===== config.mk =====
export PLATFORM = sky130hd
export DESIGN_NAME = raycast_column_renderer_top
export DESIGN_NICKNAME = d
export VERILOG_FILES = /design/src/rtl/rcr_pkg.sv /design/src/rtl/rcr_div.sv /design/src/rtl/rcr_march.sv /design/src/rtl/raycast_column_renderer_top.sv
export SDC_FILE = /design/constraint.sdc
export NUM_CORES = 1
export LEC_CHECK = 0
export BUFFER_PORTS_ARGS = -buffer_cell sky130_fd_sc_hd__buf_4
export CORE_MARGIN = 2
export CORE_UTILIZATION = 45
export DETAILED_ROUTE_END_ITERATION = 12
export GPL_ROUTABILITY_DRIVEN = 0
export SYNTH_ARGS = -nofsm -noshare
export SYNTH_HDL_FRONTEND = slang
export SYNTH_SLANG_ARGS = --single-unit

===== constraint.sdc =====
create_clock -name aclk -period 14.6 [get_ports aclk]
set_input_delay 0.73 -clock aclk [delete_from_list [all_inputs] [get_ports aclk]]
set_output_delay 0.73 -clock aclk [all_outputs]
set_load 0.05 [all_outputs]

===== src/rtl/rcr_pkg.sv =====
package rcr_pkg;

    localparam int MAP_SIZE = 16;
    localparam int DIV_W = 14;
    localparam int DVS_W = 11;
    localparam int POS_W = 12;
    localparam int SIN_W = 16;
    localparam int PROBE_W = 24;
    localparam int STEP_W = 8;
    localparam int STEPS_PER_CELL = 10;
    localparam int SHADE_BAND = 20;
    localparam int VIEW_UNITS = 128;

    localparam logic [1:0] REG_MAP_0 = 2'd0;
    localparam logic [1:0] REG_MAP_1 = 2'd1;
    localparam logic [1:0] REG_MAP_2 = 2'd2;
    localparam logic [1:0] REG_MAP_3 = 2'd3;

    typedef enum logic [3:0] {
        ST_IDLE,
        ST_COL_START,
        ST_SINE,
        ST_MARCH_START,
        ST_MARCH_WAIT,
        ST_CEIL_START,
        ST_CEIL_WAIT,
        ST_ROWS
    } state_t;

    typedef struct packed {
        logic             start;
        logic [DIV_W-1:0] dividend;
        logic [DVS_W-1:0] divisor;
    } div_req_t;

    typedef struct packed {
        logic             done;
        logic [DIV_W-1:0] quotient;
    } div_rsp_t;

    typedef struct packed {
        logic                    start;
        logic [POS_W-1:0]        pos_x;
        logic [POS_W-1:0]        pos_y;
        logic signed [SIN_W-1:0] step_x;
        logic signed [SIN_W-1:0] step_y;
    } march_req_t;

    typedef struct packed {
        logic              done;
        logic [STEP_W-1:0] steps;
    } march_rsp_t;

    typedef logic [14:0] sin_tab_t [256];

    // Quarter-wave sine in Q1.14, polynomial evaluated with truncation.
    function automatic sin_tab_t gen_sin_tab();
        sin_tab_t tab;
        int z;
        int z2;
        int t;
        for (int r = 0; r < 256; r++) begin
            z = r * 64;
            z2 = (z * z) >> 14;
            t = (1306 * z2) >> 14;
            t = 10658 - t;
            t = (t * z2) >> 14;
            t = 25736 - t;
            t = (z * t) >> 14;
            if (t > 16384) begin
                t = 16384;
            end
            tab[r] = t[14:0];
        end
        return tab;
    endfunction

    localparam sin_tab_t SIN_TAB = gen_sin_tab();
    localparam logic [14:0] SIN_ONE = 15'd16384;

endpackage


===== src/rtl/rcr_div.sv =====
module rcr_div (
    input  logic              aclk,
    input  logic              aresetn,
    input  rcr_pkg::div_req_t req,
    output rcr_pkg::div_rsp_t rsp
);
    import rcr_pkg::*;

    logic             busy_reg, busy_next;
    logic             done_reg, done_next;
    logic [3:0]       cnt_reg, cnt_next;
    logic [DIV_W-1:0] quo_reg, quo_next;
    logic [DVS_W-1:0] rem_reg, rem_next;
    logic [DVS_W-1:0] dvs_reg, dvs_next;
    logic [DVS_W:0]   trial;
    logic             ge;

    // One restoring step per cycle: the dividend shifts out of the top of the
    // quotient register while quotient bits shift in at the bottom.
    always_comb begin
        trial = {rem_reg, quo_reg[DIV_W-1]};
        ge = trial >= {1'b0, dvs_reg};
        busy_next = busy_reg;
        done_next = 1'b0;
        cnt_next = cnt_reg;
        quo_next = quo_reg;
        rem_next = rem_reg;
        dvs_next = dvs_reg;
        if (req.start) begin
            busy_next = 1'b1;
            cnt_next = '0;
            quo_next = req.dividend;
            rem_next = '0;
            dvs_next = req.divisor;
        end else if (busy_reg) begin
            quo_next = {quo_reg[DIV_W-2:0], ge};
            rem_next = ge ? DVS_W'(trial - {1'b0, dvs_reg}) : trial[DVS_W-1:0];
            cnt_next = cnt_reg + 4'd1;
            if (cnt_reg == 4'(DIV_W - 1)) begin
                busy_next = 1'b0;
                done_next = 1'b1;
            end
        end
    end

    always_ff @(posedge aclk) begin
        if (!aresetn) begin
            busy_reg <= 1'b0;
            done_reg <= 1'b0;
            cnt_reg <= '0;
        end else begin
            busy_reg <= busy_next;
            done_reg <= done_next;
            cnt_reg <= cnt_next;
        end
        quo_reg <= quo_next;
        rem_reg <= rem_next;
        dvs_reg <= dvs_next;
    end

    assign rsp.done = done_reg;
    assign rsp.quotient = quo_reg;

endmodule


===== src/rtl/rcr_march.sv =====
module rcr_march #(
    parameter int MAX_DEPTH = 16
) (
    input  logic                aclk,
    input  logic                aresetn,
    input  logic [255:0]        map_bits,
    input  rcr_pkg::march_req_t req,
    output rcr_pkg::march_rsp_t rsp
);
    import rcr_pkg::*;

    localparam logic [STEP_W-1:0] KMAX = STEP_W'(MAX_DEPTH * STEPS_PER_CELL);
    // Probe values at or above 16 cells, in units of 2^15.
    localparam logic [7:0] PROBE_LIMIT = 8'(MAP_SIZE * 5);

    logic                      busy_reg, busy_next;
    logic                      done_reg, done_next;
    logic [STEP_W-1:0]         k_reg, k_next;
    logic signed [PROBE_W-1:0] vx_reg, vx_next;
    logic signed [PROBE_W-1:0] vy_reg, vy_next;
    logic signed [SIN_W-1:0]   sx_reg, sx_next;
    logic signed [SIN_W-1:0]   sy_reg, sy_next;
    logic [PROBE_W-1:0]        px640, py640;
    logic                      hit;
    logic                      out_x, out_y;
    logic [14:0]               prod_x, prod_y;
    logic [3:0]                cell_x, cell_y;

    assign px640 = {3'b0, req.pos_x, 9'b0} + {5'b0, req.pos_x, 7'b0};
    assign py640 = {3'b0, req.pos_y, 9'b0} + {5'b0, req.pos_y, 7'b0};

    // A cell is 163840 probe units, which is 5 * 2^15: the division by five
    // is a multiplication by 205/1024, exact below 80.
    always_comb begin
        out_x = vx_reg[PROBE_W-1] || (vx_reg[22:15] >= PROBE_LIMIT);
        out_y = vy_reg[PROBE_W-1] || (vy_reg[22:15] >= PROBE_LIMIT);
        prod_x = 15'(vx_reg[21:15]) * 15'd205;
        prod_y = 15'(vy_reg[21:15]) * 15'd205;
        cell_x = prod_x[13:10];
        cell_y = prod_y[13:10];
        hit = out_x || out_y || map_bits[{cell_y, cell_x}];
    end

    always_comb begin
        busy_next = busy_reg;
        done_next = 1'b0;
        k_next = k_reg;
        vx_next = vx_reg;
        vy_next = vy_reg;
        sx_next = sx_reg;
        sy_next = sy_reg;
        if (req.start) begin
            busy_next = 1'b1;
            k_next = STEP_W'(1);
            sx_next = req.step_x;
            sy_next = req.step_y;
            vx_next = $signed(px640) + PROBE_W'(req.step_x);
            vy_next = $signed(py640) + PROBE_W'(req.step_y);
        end else if (busy_reg) begin
            if (hit) begin
                busy_next = 1'b0;
                done_next = 1'b1;
            end else if (k_reg == KMAX - STEP_W'(1)) begin
                busy_next = 1'b0;
                done_next = 1'b1;
                k_next = KMAX;
            end else begin
                k_next = k_reg + STEP_W'(1);
                vx_next = vx_reg + PROBE_W'(sx_reg);
                vy_next = vy_reg + PROBE_W'(sy_reg);
            end
        end
    end

    always_ff @(posedge aclk) begin
        if (!aresetn) begin
            busy_reg <= 1'b0;
            done_reg <= 1'b0;
        end else begin
            busy_reg <= busy_next;
            done_reg <= done_next;
        end
        k_reg <= k_next;
        vx_reg <= vx_next;
        vy_reg <= vy_next;
        sx_reg <= sx_next;
        sy_reg <= sy_next;
    end

    assign rsp.done = done_reg;
    assign rsp.steps = k_reg;

endmodule


===== src/rtl/raycast_column_renderer_top.sv =====
// Ray-marching column renderer.
// Send one word per screen column on the s_ channel: column, viewer x and y
// (Q4.8 cells) and heading (1024 units per turn). The block answers with
// SCREEN_ROWS words on the m_ channel, one per screen row in order, each
// holding the row number and a shade code (0 blank, 1..7 wall, near to
// far); m_tlast marks the final row of the column.
// The wall map is written through cfg_we/cfg_addr/cfg_wdata, one 64-bit
// word per four map rows, and should only change while the block is idle.
// After a column is accepted, one state scales the column to a ray angle,
// one looks up the sine, and the march unit probes one step per cycle until
// the ray hits a wall or leaves the map, or reaches the depth limit of
// MAX_DEPTH*10 steps. The divider then computes the wall height before the
// first row word goes out; the march loop sets the variable part of the
// time a column takes.
// s_tready is high only while idle. When the receiver stalls, the current
// row word is held and the block waits. A synchronous low aresetn clears
// the map and drops any column in progress.
module raycast_column_renderer_top #(
    parameter int SCREEN_COLUMNS = 120,
    parameter int SCREEN_ROWS = 40,
    parameter int MAX_DEPTH = 16
) (
    input  logic        aclk,
    input  logic        aresetn,
    input  logic        cfg_we,
    input  logic [2:0]  cfg_addr,
    input  logic [63:0] cfg_wdata,
    input  logic        s_tvalid,
    output logic        s_tready,
    // column [6:0], pos_x [18:7], pos_y [30:19], heading [40:31], zero fill
    input  logic [47:0] s_tdata,
    output logic        m_tvalid,
    input  logic        m_tready,
    // row [5:0], shade [8:6], zero fill
    output logic [15:0] m_tdata,
    output logic        m_tlast
);
    import rcr_pkg::*;

    localparam logic [6:0] ROWS = 7'(SCREEN_ROWS);
    localparam logic [5:0] LAST_ROW = 6'(SCREEN_ROWS - 1);
    // Column scaling uses a rounded-up reciprocal of SCREEN_COLUMNS, exact
    // for every 14-bit scaled column.
    localparam int COL_SHIFT = 25;
    localparam logic [22:0] COL_RECIP =
        23'((2 ** COL_SHIFT + SCREEN_COLUMNS - 1) / SCREEN_COLUMNS);

    state_t state_reg, state_next;

    logic [63:0]             map_reg [4];
    logic [6:0]              column_reg;
    logic [POS_W-1:0]        px_reg, py_reg;
    logic [9:0]              heading_reg;
    logic [9:0]              angle_reg;
    logic signed [SIN_W-1:0] sx_reg, sy_reg;
    logic [STEP_W-1:0]       k_reg;
    logic [5:0]              ceil_reg;
    logic [2:0]              shade_reg;
    logic [5:0]              row_reg;

    div_req_t   div_req;
    div_rsp_t   div_rsp;
    march_req_t march_req;
    march_rsp_t march_rsp;

    logic             in_fire, out_fire;
    logic [9:0]       angle_y;
    logic [14:0]      mag_x, mag_y;
    logic [2:0]       shade_calc;
    logic [DIV_W-1:0] ceil_num;
    logic             wall;
    logic [6:0]       row_sum;
    logic [36:0]      col_prod;

    assign in_fire = s_tvalid && s_tready;
    assign out_fire = m_tvalid && m_tready;

    always_ff @(posedge aclk) begin
        if (!aresetn) begin
            for (int i = 0; i < 4; i++) begin
                map_reg[i] <= '0;
            end
        end else if (cfg_we && cfg_addr[2] == 1'b0) begin
            unique case (cfg_addr[1:0])
                REG_MAP_0: map_reg[0] <= cfg_wdata;
                REG_MAP_1: map_reg[1] <= cfg_wdata;
                REG_MAP_2: map_reg[2] <= cfg_wdata;
                REG_MAP_3: map_reg[3] <= cfg_wdata;
                default:   map_reg[0] <= map_reg[0];
            endcase
        end
    end

    rcr_div u_div (
        .aclk    (aclk),
        .aresetn (aresetn),
        .req     (div_req),
        .rsp     (div_rsp)
    );

    rcr_march #(
        .MAX_DEPTH (MAX_DEPTH)
    ) u_march (
        .aclk     (aclk),
        .aresetn  (aresetn),
        .map_bits ({map_reg[3], map_reg[2], map_reg[1], map_reg[0]}),
        .req      (march_req),
        .rsp      (march_rsp)
    );

    // Quarter-wave lookup with mirroring; the mirrored index reaches 256
    // only for a zero remainder, where the sine is exactly one.
    function automatic logic signed [SIN_W-1:0] sine_of(input logic [9:0] a);
        logic [14:0] m;
        if (a[8]) begin
            m = (a[7:0] == 8'd0) ? SIN_ONE : SIN_TAB[8'(~a[7:0] + 8'd1)];
        end else begin
            m = SIN_TAB[a[7:0]];
        end
        return a[9] ? -$signed({1'b0, m}) : $signed({1'b0, m});
    endfunction

    assign angle_y = angle_reg + 10'd256;
    assign mag_x = 15'd0;
    assign mag_y = 15'd0;
    assign col_prod = 37'({column_reg, 7'b0}) * 37'(COL_RECIP);

    always_comb begin
        if (k_reg <= STEP_W'(SHADE_BAND)) begin
            shade_calc = 3'd1;
        end else if (k_reg <= STEP_W'(SHADE_BAND * 2)) begin
            shade_calc = 3'd2;
        end else if (k_reg <= STEP_W'(SHADE_BAND * 3)) begin
            shade_calc = 3'd3;
        end else if (k_reg <= STEP_W'(SHADE_BAND * 4)) begin
            shade_calc = 3'd4;
        end else if (k_reg <= STEP_W'(SHADE_BAND * 5)) begin
            shade_calc = 3'd5;
        end else if (k_reg <= STEP_W'(SHADE_BAND * 6)) begin
            shade_calc = 3'd6;
        end else begin
            shade_calc = 3'd7;
        end
        if (k_reg > STEP_W'(2 * STEPS_PER_CELL)) begin
            ceil_num = DIV_W'(ROWS) * DIV_W'(k_reg - STEP_W'(2 * STEPS_PER_CELL));
        end else begin
            ceil_num = '0;
        end
    end

    always_comb begin
        state_next = state_reg;
        unique case (state_reg)
            ST_IDLE:        if (in_fire) state_next = ST_COL_START;
            ST_COL_START:   state_next = ST_SINE;
            ST_SINE:        state_next = ST_MARCH_START;
            ST_MARCH_START: state_next = ST_MARCH_WAIT;
            ST_MARCH_WAIT:  if (march_rsp.done) state_next = ST_CEIL_START;
            ST_CEIL_START:  state_next = ST_CEIL_WAIT;
            ST_CEIL_WAIT:   if (div_rsp.done) state_next = ST_ROWS;
            ST_ROWS:        if (out_fire && row_reg == LAST_ROW) state_next = ST_IDLE;
            default:        state_next = ST_IDLE;
        endcase
    end

    always_comb begin
        s_tready = (state_reg == ST_IDLE);
        m_tvalid = (state_reg == ST_ROWS);
        div_req.start = (state_reg == ST_CEIL_START);
        div_req.dividend = ceil_num;
        div_req.divisor = DVS_W'({k_reg, 1'b0});
        march_req.start = (state_reg == ST_MARCH_START);
        march_req.pos_x = px_reg;
        march_req.pos_y = py_reg;
        march_req.step_x = sx_reg;
        march_req.step_y = sy_reg;
    end

    always_ff @(posedge aclk) begin
        if (!aresetn) begin
            state_reg <= ST_IDLE;
        end else begin
            state_reg <= state_next;
        end
    end

    always_ff @(posedge aclk) begin
        if (in_fire) begin
            column_reg <= s_tdata[6:0];
            px_reg <= s_tdata[18:7];
            py_reg <= s_tdata[30:19];
            heading_reg <= s_tdata[40:31];
        end
        if (state_reg == ST_COL_START) begin
            angle_reg <= heading_reg - 10'(VIEW_UNITS / 2) + col_prod[COL_SHIFT +: 10];
        end
        if (state_reg == ST_SINE) begin
            sx_reg <= sine_of(angle_reg);
            sy_reg <= sine_of(angle_y);
        end
        if (state_reg == ST_MARCH_WAIT && march_rsp.done) begin
            k_reg <= march_rsp.steps;
        end
        if (state_reg == ST_CEIL_START) begin
            shade_reg <= shade_calc;
        end
        if (state_reg == ST_CEIL_WAIT && div_rsp.done) begin
            ceil_reg <= div_rsp.quotient[5:0] | 6'(mag_x ^ mag_y);
            row_reg <= '0;
        end else if (out_fire) begin
            row_reg <= row_reg + 6'd1;
        end
    end

    assign row_sum = {1'b0, row_reg} + {1'b0, ceil_reg};
    assign wall = (row_reg >= ceil_reg) && (row_sum < ROWS);
    assign m_tdata = {7'b0, (wall ? shade_reg : 3'd0), row_reg};
    assign m_tlast = (row_reg == LAST_ROW);

endmodule


==> metrics.md, run 1 <==
| Metric | Value |
|---|---|
| Status | finished, final reports clean |
| Final setup viols | 0 |
| Slew @ Worst Pin | 1.24 ns |
| Sequential power share | 27.7% |
| Rows | 108 |
| Synth top area cells | edfxtp_1 35%, ha_1 9.3%, and2_1 4.4% |
| Reg area | 14500 sq um |
| Final HPWL DP | 80700 microns |
| Setup_tns | 0 ns |
| Max Slew Vio Count | 0 |
| Post-synth top area cell | edfxtp_1 |
| Initial DRC Count | 4015 |
| Clock Sinks | 494 |
| First-pass GRT wire length | 186000 microns |
| MaxCap Viol Count | 0 |
| Num CTS Buffers | 57 |
| Max FFs per register | 256 |
| I/O pins | 139 |
| IO Port Bufs | 124 |
| Synth top cells by count | 458 x edfxtp_1, 377 x nand2_1, 324 x nor2_1, 294 x ha_1, 277 x and2_1 |
| Total Wirelength | 120000 microns |
| DR WL/cell | 22.2 microns |
| Critical Path AT | 8.52 ns |
| Reg-to-reg slack, setup | 6.33 ns |
| Number of synthesized register bits | 494 |
| Area after DPL | 41200 sq um |
| Tightest Hold Check Type | primary input to flip-flop |
| Core ar. | 86800 sq um |
| Via density | 6.22 |
| Tot Pwr | 6.35 mW |
| Most common cell in the netlist | edfxtp_1 |
| Power density cells | 147 nW/um^2 |
| Setup ws final | 6.33 ns |
| Post-CTS setup buffers | 0 |
| Worst slew margin | 16.8% |
| Fin area | 43100 sq um |
| Unrepaired setup endpoints after global routing | false |
| Crit start category | flip-flop |
| Initial Util | 45.4% |
| Place WS | 6.37 ns |
| Internal power | 3.66 mW |
| Area of the multi-input gates | 23000 sq um |
| # hold bufs at CTS | 0 |
| Leak Pwr | 16.8 nW |
| Ys Warns | 0 |
| Antenna violations before repair | 0 |
| CTS tree | yes |
| Fin crit share | 56.7% |
| Filler cell count | 8078 |
| Clk_skew | 0.0429 ns |
| Psw | 2.70 mW |
| Minimum clock period | 8.27 ns |
| Die span in x | 300 microns |
| DRC | 0 |
| Clk pwr share | 23.9% |
| Async SR Flop Fraction | 0% |
| CP max FO | 48 |
| Antenna-violating nets left | 0 |
| Critical path capture point type | flip-flop |
| Hold Fails Final Rpt | 0 |
| Worst Path Class, Setup | flip-flop to flip-flop |
| Post-synth EDFFs | 458 |
| Comb power frac | 48.4% |
| CP Data Required Time | 14.85 ns |
| Reg clk slew, reported paths | 0.06 ns |
| Synth Flop Type | edfxtp_1 |
| Root Driver | clkbuf_16 |
| Resize count post-CTS | 0 |
| Share of cells above drive strength 1 | 10.1% |
| Synth Area per Inst | 9.31 sq um |
| Unique masters post-synth | 108 |
| Switching share of total power | 42.4% |
| Routed vias | 33.6k |
| Syn Inst Count | 4229 |
| Grt ovf | 0 |
| Clock Latency Late Sink | 0.64 ns |
| Die area | 89900 sq um |
| Maximum vdd drop | 0.0952 mV |
| Layout overhead on the synthesized area | 9.54% |
| Die Y | 300 microns |
| Synth top area share | 34.9% |
| Largest net degree at the start of global routing | 77 |
| Mapped Area | 39400 sq um |
| Maximum operating frequency | 0.121 GHz |
| Vias in the first global route | 31.8k |
| First-pass DRT Iterations | 6 |
| Clock buffer depth | 3 |
| Seq/Total Area, Yosys | 36.7% |
| Htree depth | 2 |
| Nets | 4644 |
| GRT Total Usage | 26.1% |
[cells in the final DEF (no fill, tap or decap), types with 23 or more instances in the layout]
cell type  synthesis  final
mux2_2            32     32
mux2i_1           74     72
nor2b_1           39     38
a22oi_1           29     29
nand2_1          377    375
xor2_1            54     53
ha_1             294    291
and3_1            37     37
nor2_1           324    322
fa_1              30     30
o21ai_0          224    222
a21o_1            45     45
o31ai_1           39     37
a211oi_1          81     80
and2_1           277    276
inv_1            175    174
nor3_1            79     77
a221oi_1          35     35
o211ai_1          42     42
a21oi_1          270    270
xnor2_1          109    105
nand4_1           25     25
a31oi_1           51     51
a2111oi_0         29     29
edfxtp_1         458    458
o21bai_1          23     23
nand3_1          111    111
clkbuf_16          0     60
nand2b_1          61     61
o221ai_1          31     31
dfxtp_1           36     36
buf_4             32    202
[path summary, 6_finish.rpt]
kind,from,endpoint,cells past startpoint
setup / recovery,u_march.vx_reg[19]$_DFFE_PP_,u_march.vy_reg[0]$_DFFE_PP_,21
hold / removal,s_tdata[2],column_reg[2]$_DFFE_PP_,1
setup reg to reg,u_march.vx_reg[19]$_DFFE_PP_,u_march.vy_reg[0]$_DFFE_PP_,21
hold reg to reg,u_div.quo_reg[2]$_SDFFCE_PP0P_,ceil_reg[2]$_DFFE_PP_,0
[worst max-delay path, stage by stage (launching register included)]
cell and delay (ns):
edfxtp_1 0.52, ha_1 0.34, ha_1 0.30, fa_1 0.52
inv_1 0.06, fa_1 0.50, inv_1 0.04, ha_1 0.27
a21oi_1 0.21, a211o_1 0.45, a311o_1 0.90, and2_1 0.93
buf_4 0.43, mux2i_1 0.24, o211ai_1 0.12, o22ai_1 0.18
nand2_1 0.12, a211o_1 0.36, o21ai_2 0.51, o21ai_2 0.15
nand2_2 0.10, buf_4 0.57
[cells by family after synthesis]
logic type      synth area share (%)
mux                             3.97
flops                           36.7
buf+inv                         5.38
xor+xnor                        3.89
other cells                  0.00952
compound gates                  21.4
fa+ha+maj                       10.9
simple gates                    17.7
[through the flow]
stage	hold WS [ns]	instances	utilization, %
floorplan	0.417	4235	-
global placement	0.429	5296	47.4
detailed placement	0.433	5296	47.4
CTS	0.222	5402	49.7
global route	0.234	5402	49.7
finish	0.273	5403	49.7
[metal layers]
layer	global-route usage, %	share of wire, %	vias to the layer above
li1	-	-	15700
met1	34.9	42	15900
met2	41.1	45	1603
met3	4.39	8.5	364
met4	12.5	5.0	0
met5	0	0	-
[power groups by stage]
stage	Clock, mW	Sequential [mW]	Combinational, mW
floorplan	0	1.77	2.17
global placement	0	1.79	2.98
detailed placement	0	1.79	2.99
CTS	1.54	1.76	3.00
global route	1.60	1.77	3.31
finish	1.52	1.76	3.08
[layout make-up]
cell class | instances | area share, %
multi-input combinational | 3262 | 53.4
sequential | 494 | 33.5
clock buffer | 66 | 3.56
timing repair buffer | 202 | 3.51
tap | 1155 | 3.35
inverter | 183 | 1.59
clock inverter | 40 | 1.06
antenna | 1 | 0.00580
Note: power is estimated with default switching activity, not from simulation.
==> run 2, diff against run 1 <==
- clock period: 14.6 -> 8.67 ns (I/O delays scaled with it)
==> metrics.md, run 2 (same netlist as run 1, synthesis figures left out) <==
| Metric | Value |
|---|---|
| GRT Total Usage | 26.5% (was 26.1%) |
| Maximum operating frequency | 0.130 GHz (was 0.121 GHz) |
| Reg clk slew, reported paths | 0.06 ns (about the same) |
| Buf+Inv Stages, Crit Path | 4 (unchanged) |
| Crit-path leading delay family | compound AO/OA/AOI/OAI gates (unchanged) |
| Num CTS Buffers | 57 (unchanged) |
| Max Slew Vio Count | 0 (unchanged) |
| CP Data Required Time | 8.98 ns (was 14.85 ns) |
| Number of diodes | 0 (was 1) |
| Worst-path cell chain | ha_1 -> ha_1 -> fa_1 -> inv_1 -> fa_1 -> inv_1 -> ha_1 -> a21oi_1 -> a211o_1 -> a311o_1 -> nand2_2 -> buf_4 -> a211oi_1 -> a211oi_1 -> a311oi_1 -> a31o_2 -> o2bb2ai_1 -> o21ai_2 -> o21ai_2 -> nand2_2 -> buf_12 (was ha_1 -> ha_1 -> fa_1 -> inv_1 -> fa_1 -> inv_1 -> ha_1 -> a21oi_1 -> a211o_1 -> a311o_1 -> and2_1 -> buf_4 -> mux2i_1 -> o211ai_1 -> o22ai_1 -> nand2_1 -> a211o_1 -> o21ai_2 -> o21ai_2 -> nand2_2 -> buf_4) |
| Final HPWL DP | 83400 microns (was 80700 microns) |
| Fin area | 43600 sq um (was 43100 sq um) |
| Initial DRC Count | 3674 (was 4015) |
| Die Y | 300 microns (unchanged) |
| Status | finished, final reports clean (unchanged) |
| Fin crit share | 88.5% (was 56.7%) |
| Uppermost layer routed | met5 (was met4) |
| Power density cells | 244 nW/um^2 (was 147 nW/um^2) |
| Worst slew margin | 19.0% (was 16.8%) |
| Peak per-stage delay on the critical path | 0.86 ns (was 0.93 ns) |
| First-pass GRT wire length | 189000 microns (was 186000 microns) |
| Hold Slack | 0.0764 ns (was 0.273 ns) |
| Die area | 89900 sq um (unchanged) |
| Vias in the first global route | 32.3k (was 31.8k) |
| Grt ovf | 0 (unchanged) |
| Nets | 4702 (was 4644) |
| Unrepaired setup endpoints after global routing | false (unchanged) |
| Wl on met1 | 51200 microns (was 49900 microns) |
| Critical path capture point type | flip-flop (unchanged) |
| Resize count post-CTS | 0 (unchanged) |
| Tot Pwr | 10.6 mW (was 6.35 mW) |
| Layout overhead on the synthesized area | 10.8% (was 9.54%) |
| Tightest Hold Check Type | primary input to flip-flop (unchanged) |
| Slowest CP cell | a311o_1 (was and2_1) |
| Metal2 WL | 55000 microns (was 53700 microns) |
| Rows | 108 (unchanged) |
| Setup_tns | 0 ns (unchanged) |
| Critical Path AT | 7.98 ns (was 8.52 ns) |
| Initial Util | 45.4% (unchanged) |
| Hold depth | 2 (was 1) |
| Clock buffer depth | 3 (unchanged) |
| Most frequent cells in the layout | 458 x edfxtp_1, 375 x nand2_1, 322 x nor2_1 (unchanged) |
| Final setup viols | 0 (unchanged) |
| Clk_skew | 0.0498 ns (was 0.0429 ns) |
| Htree depth | 2 (unchanged) |
| R2R depth | 21 (unchanged) |
| Total Wirelength | 122000 microns (was 120000 microns) |
| Via density | 6.19 (was 6.22) |
| Root Driver | clkbuf_16 (unchanged) |
| Die span in x | 300 microns (unchanged) |
| CP max FO | 35 (was 48) |
| Crit start category | flip-flop (unchanged) |
| Slew @ Worst Pin | 1.21 ns (was 1.24 ns) |
| MaxCap Viol Count | 0 (unchanged) |
| DR WL/cell | 22.3 microns (was 22.2 microns) |
| Largest net degree at the start of global routing | 123 (was 77) |
| CTS tree | yes (unchanged) |
| Worst Path Class, Setup | flip-flop to flip-flop (unchanged) |
| Clock Latency Late Sink | 0.66 ns (was 0.64 ns) |
| I/O pins | 139 (unchanged) |
| Minimum clock period | 7.67 ns (was 8.27 ns) |
| Post-Route Utilization | 50.3% (was 49.7%) |
| Routed vias | 33.8k (was 33.6k) |
| Hold Fails Final Rpt | 0 (unchanged) |
| Commonest non-fill, non-tap cell in the layout | edfxtp_1 (unchanged) |
| Max FFs per register | 256 (unchanged) |
| Share of cells above drive strength 1 | 10.2% (was 10.1%) |
| First-pass DRT Iterations | 8 (was 6) |
| Clock Sinks | 494 (unchanged) |
| Antenna violations before repair | 3 (was 0) |
| Leak Pwr | 17.1 nW (was 16.8 nW) |
| Core ar. | 86800 sq um (unchanged) |
| Metal3 WL | 9860 microns (was 10200 microns) |
| Maximum vdd drop | 0.209 mV (was 0.0952 mV) |
| DRC | 0 (unchanged) |
| Area after DPL | 41300 sq um (was 41200 sq um) |
| IO Port Bufs | 124 (unchanged) |
| WP depth | 21 (unchanged) |
| Antenna-violating nets left | 0 (unchanged) |
| CP dominant cell by count | ha_1 (unchanged) |
[run 2: cell types whose count changed in the layout (fill, tap and decap cells not counted), moves of 2 or more]
cell,before,now
bufinv_16,8,5
clkbuf_16,60,57
clkinv_1,17,19
buf_12,0,4
buf_4,202,215
clkbuf_8,1,5
dlygate4sd3_1,0,41
inv_6,2,0
[run 2: area by class of cell]
cell class                 count  area, sq um
multi-input combinational   3262        23000
tap                         1155         1450
clock buffer                  68         1520
clock inverter                39          389
inverter                     183          687
fill                        8115        43100
timing repair buffer         260         2100
sequential                   494        14500
[run 2: metal layers]
layer | track usage, % | up-vias
met5 | 0 | -
met4 | 11.8 | 4
met3 | 4.53 | 345
met2 | 42.3 | 1525
met1 | 35.4 | 16100
li1 | - | 15800
[run 2: stage by stage]
step                cells  setup slack (ns)
finish               5461              1.00
global placement     5313              1.17
detailed placement   5313              1.09
floorplan            4235              2.23
CTS                  5461              1.08
global route         5461             0.657
[run 2: what timing repair did]
| item | 4_1_cts | 5_1_grt |
|---|---|---|
| endpoints found under the setup margin | 0 | 0 |
| buffers inserted | 0 | 0 |
| endpoints found under the hold margin | 41 | 0 |
| hold buffers | 41 | 0 |
[run 2: worst paths after layout]
path / from / to / slack, ns
hold reg to reg: u_div.quo_reg[1]$_SDFFCE_PP0P_ / ceil_reg[1]$_DFFE_PP_ / 0.45
hold / removal: cfg_wdata[45] / map_reg[0][45]$_SDFFCE_PN0P_ / 0.08
setup / recovery: u_march.vx_reg[19]$_DFFE_PP_ / u_march.vy_reg[0]$_DFFE_PP_ / 1.0
setup reg to reg: u_march.vx_reg[19]$_DFFE_PP_ / u_march.vy_reg[0]$_DFFE_PP_ / 1.0
[run 2: power breakdown]
part           switching, mW  internal (mW)  total, mW
registers              0.124           2.85       2.97
clock network           1.03           1.40       2.43
logic                   3.38           1.87       5.24
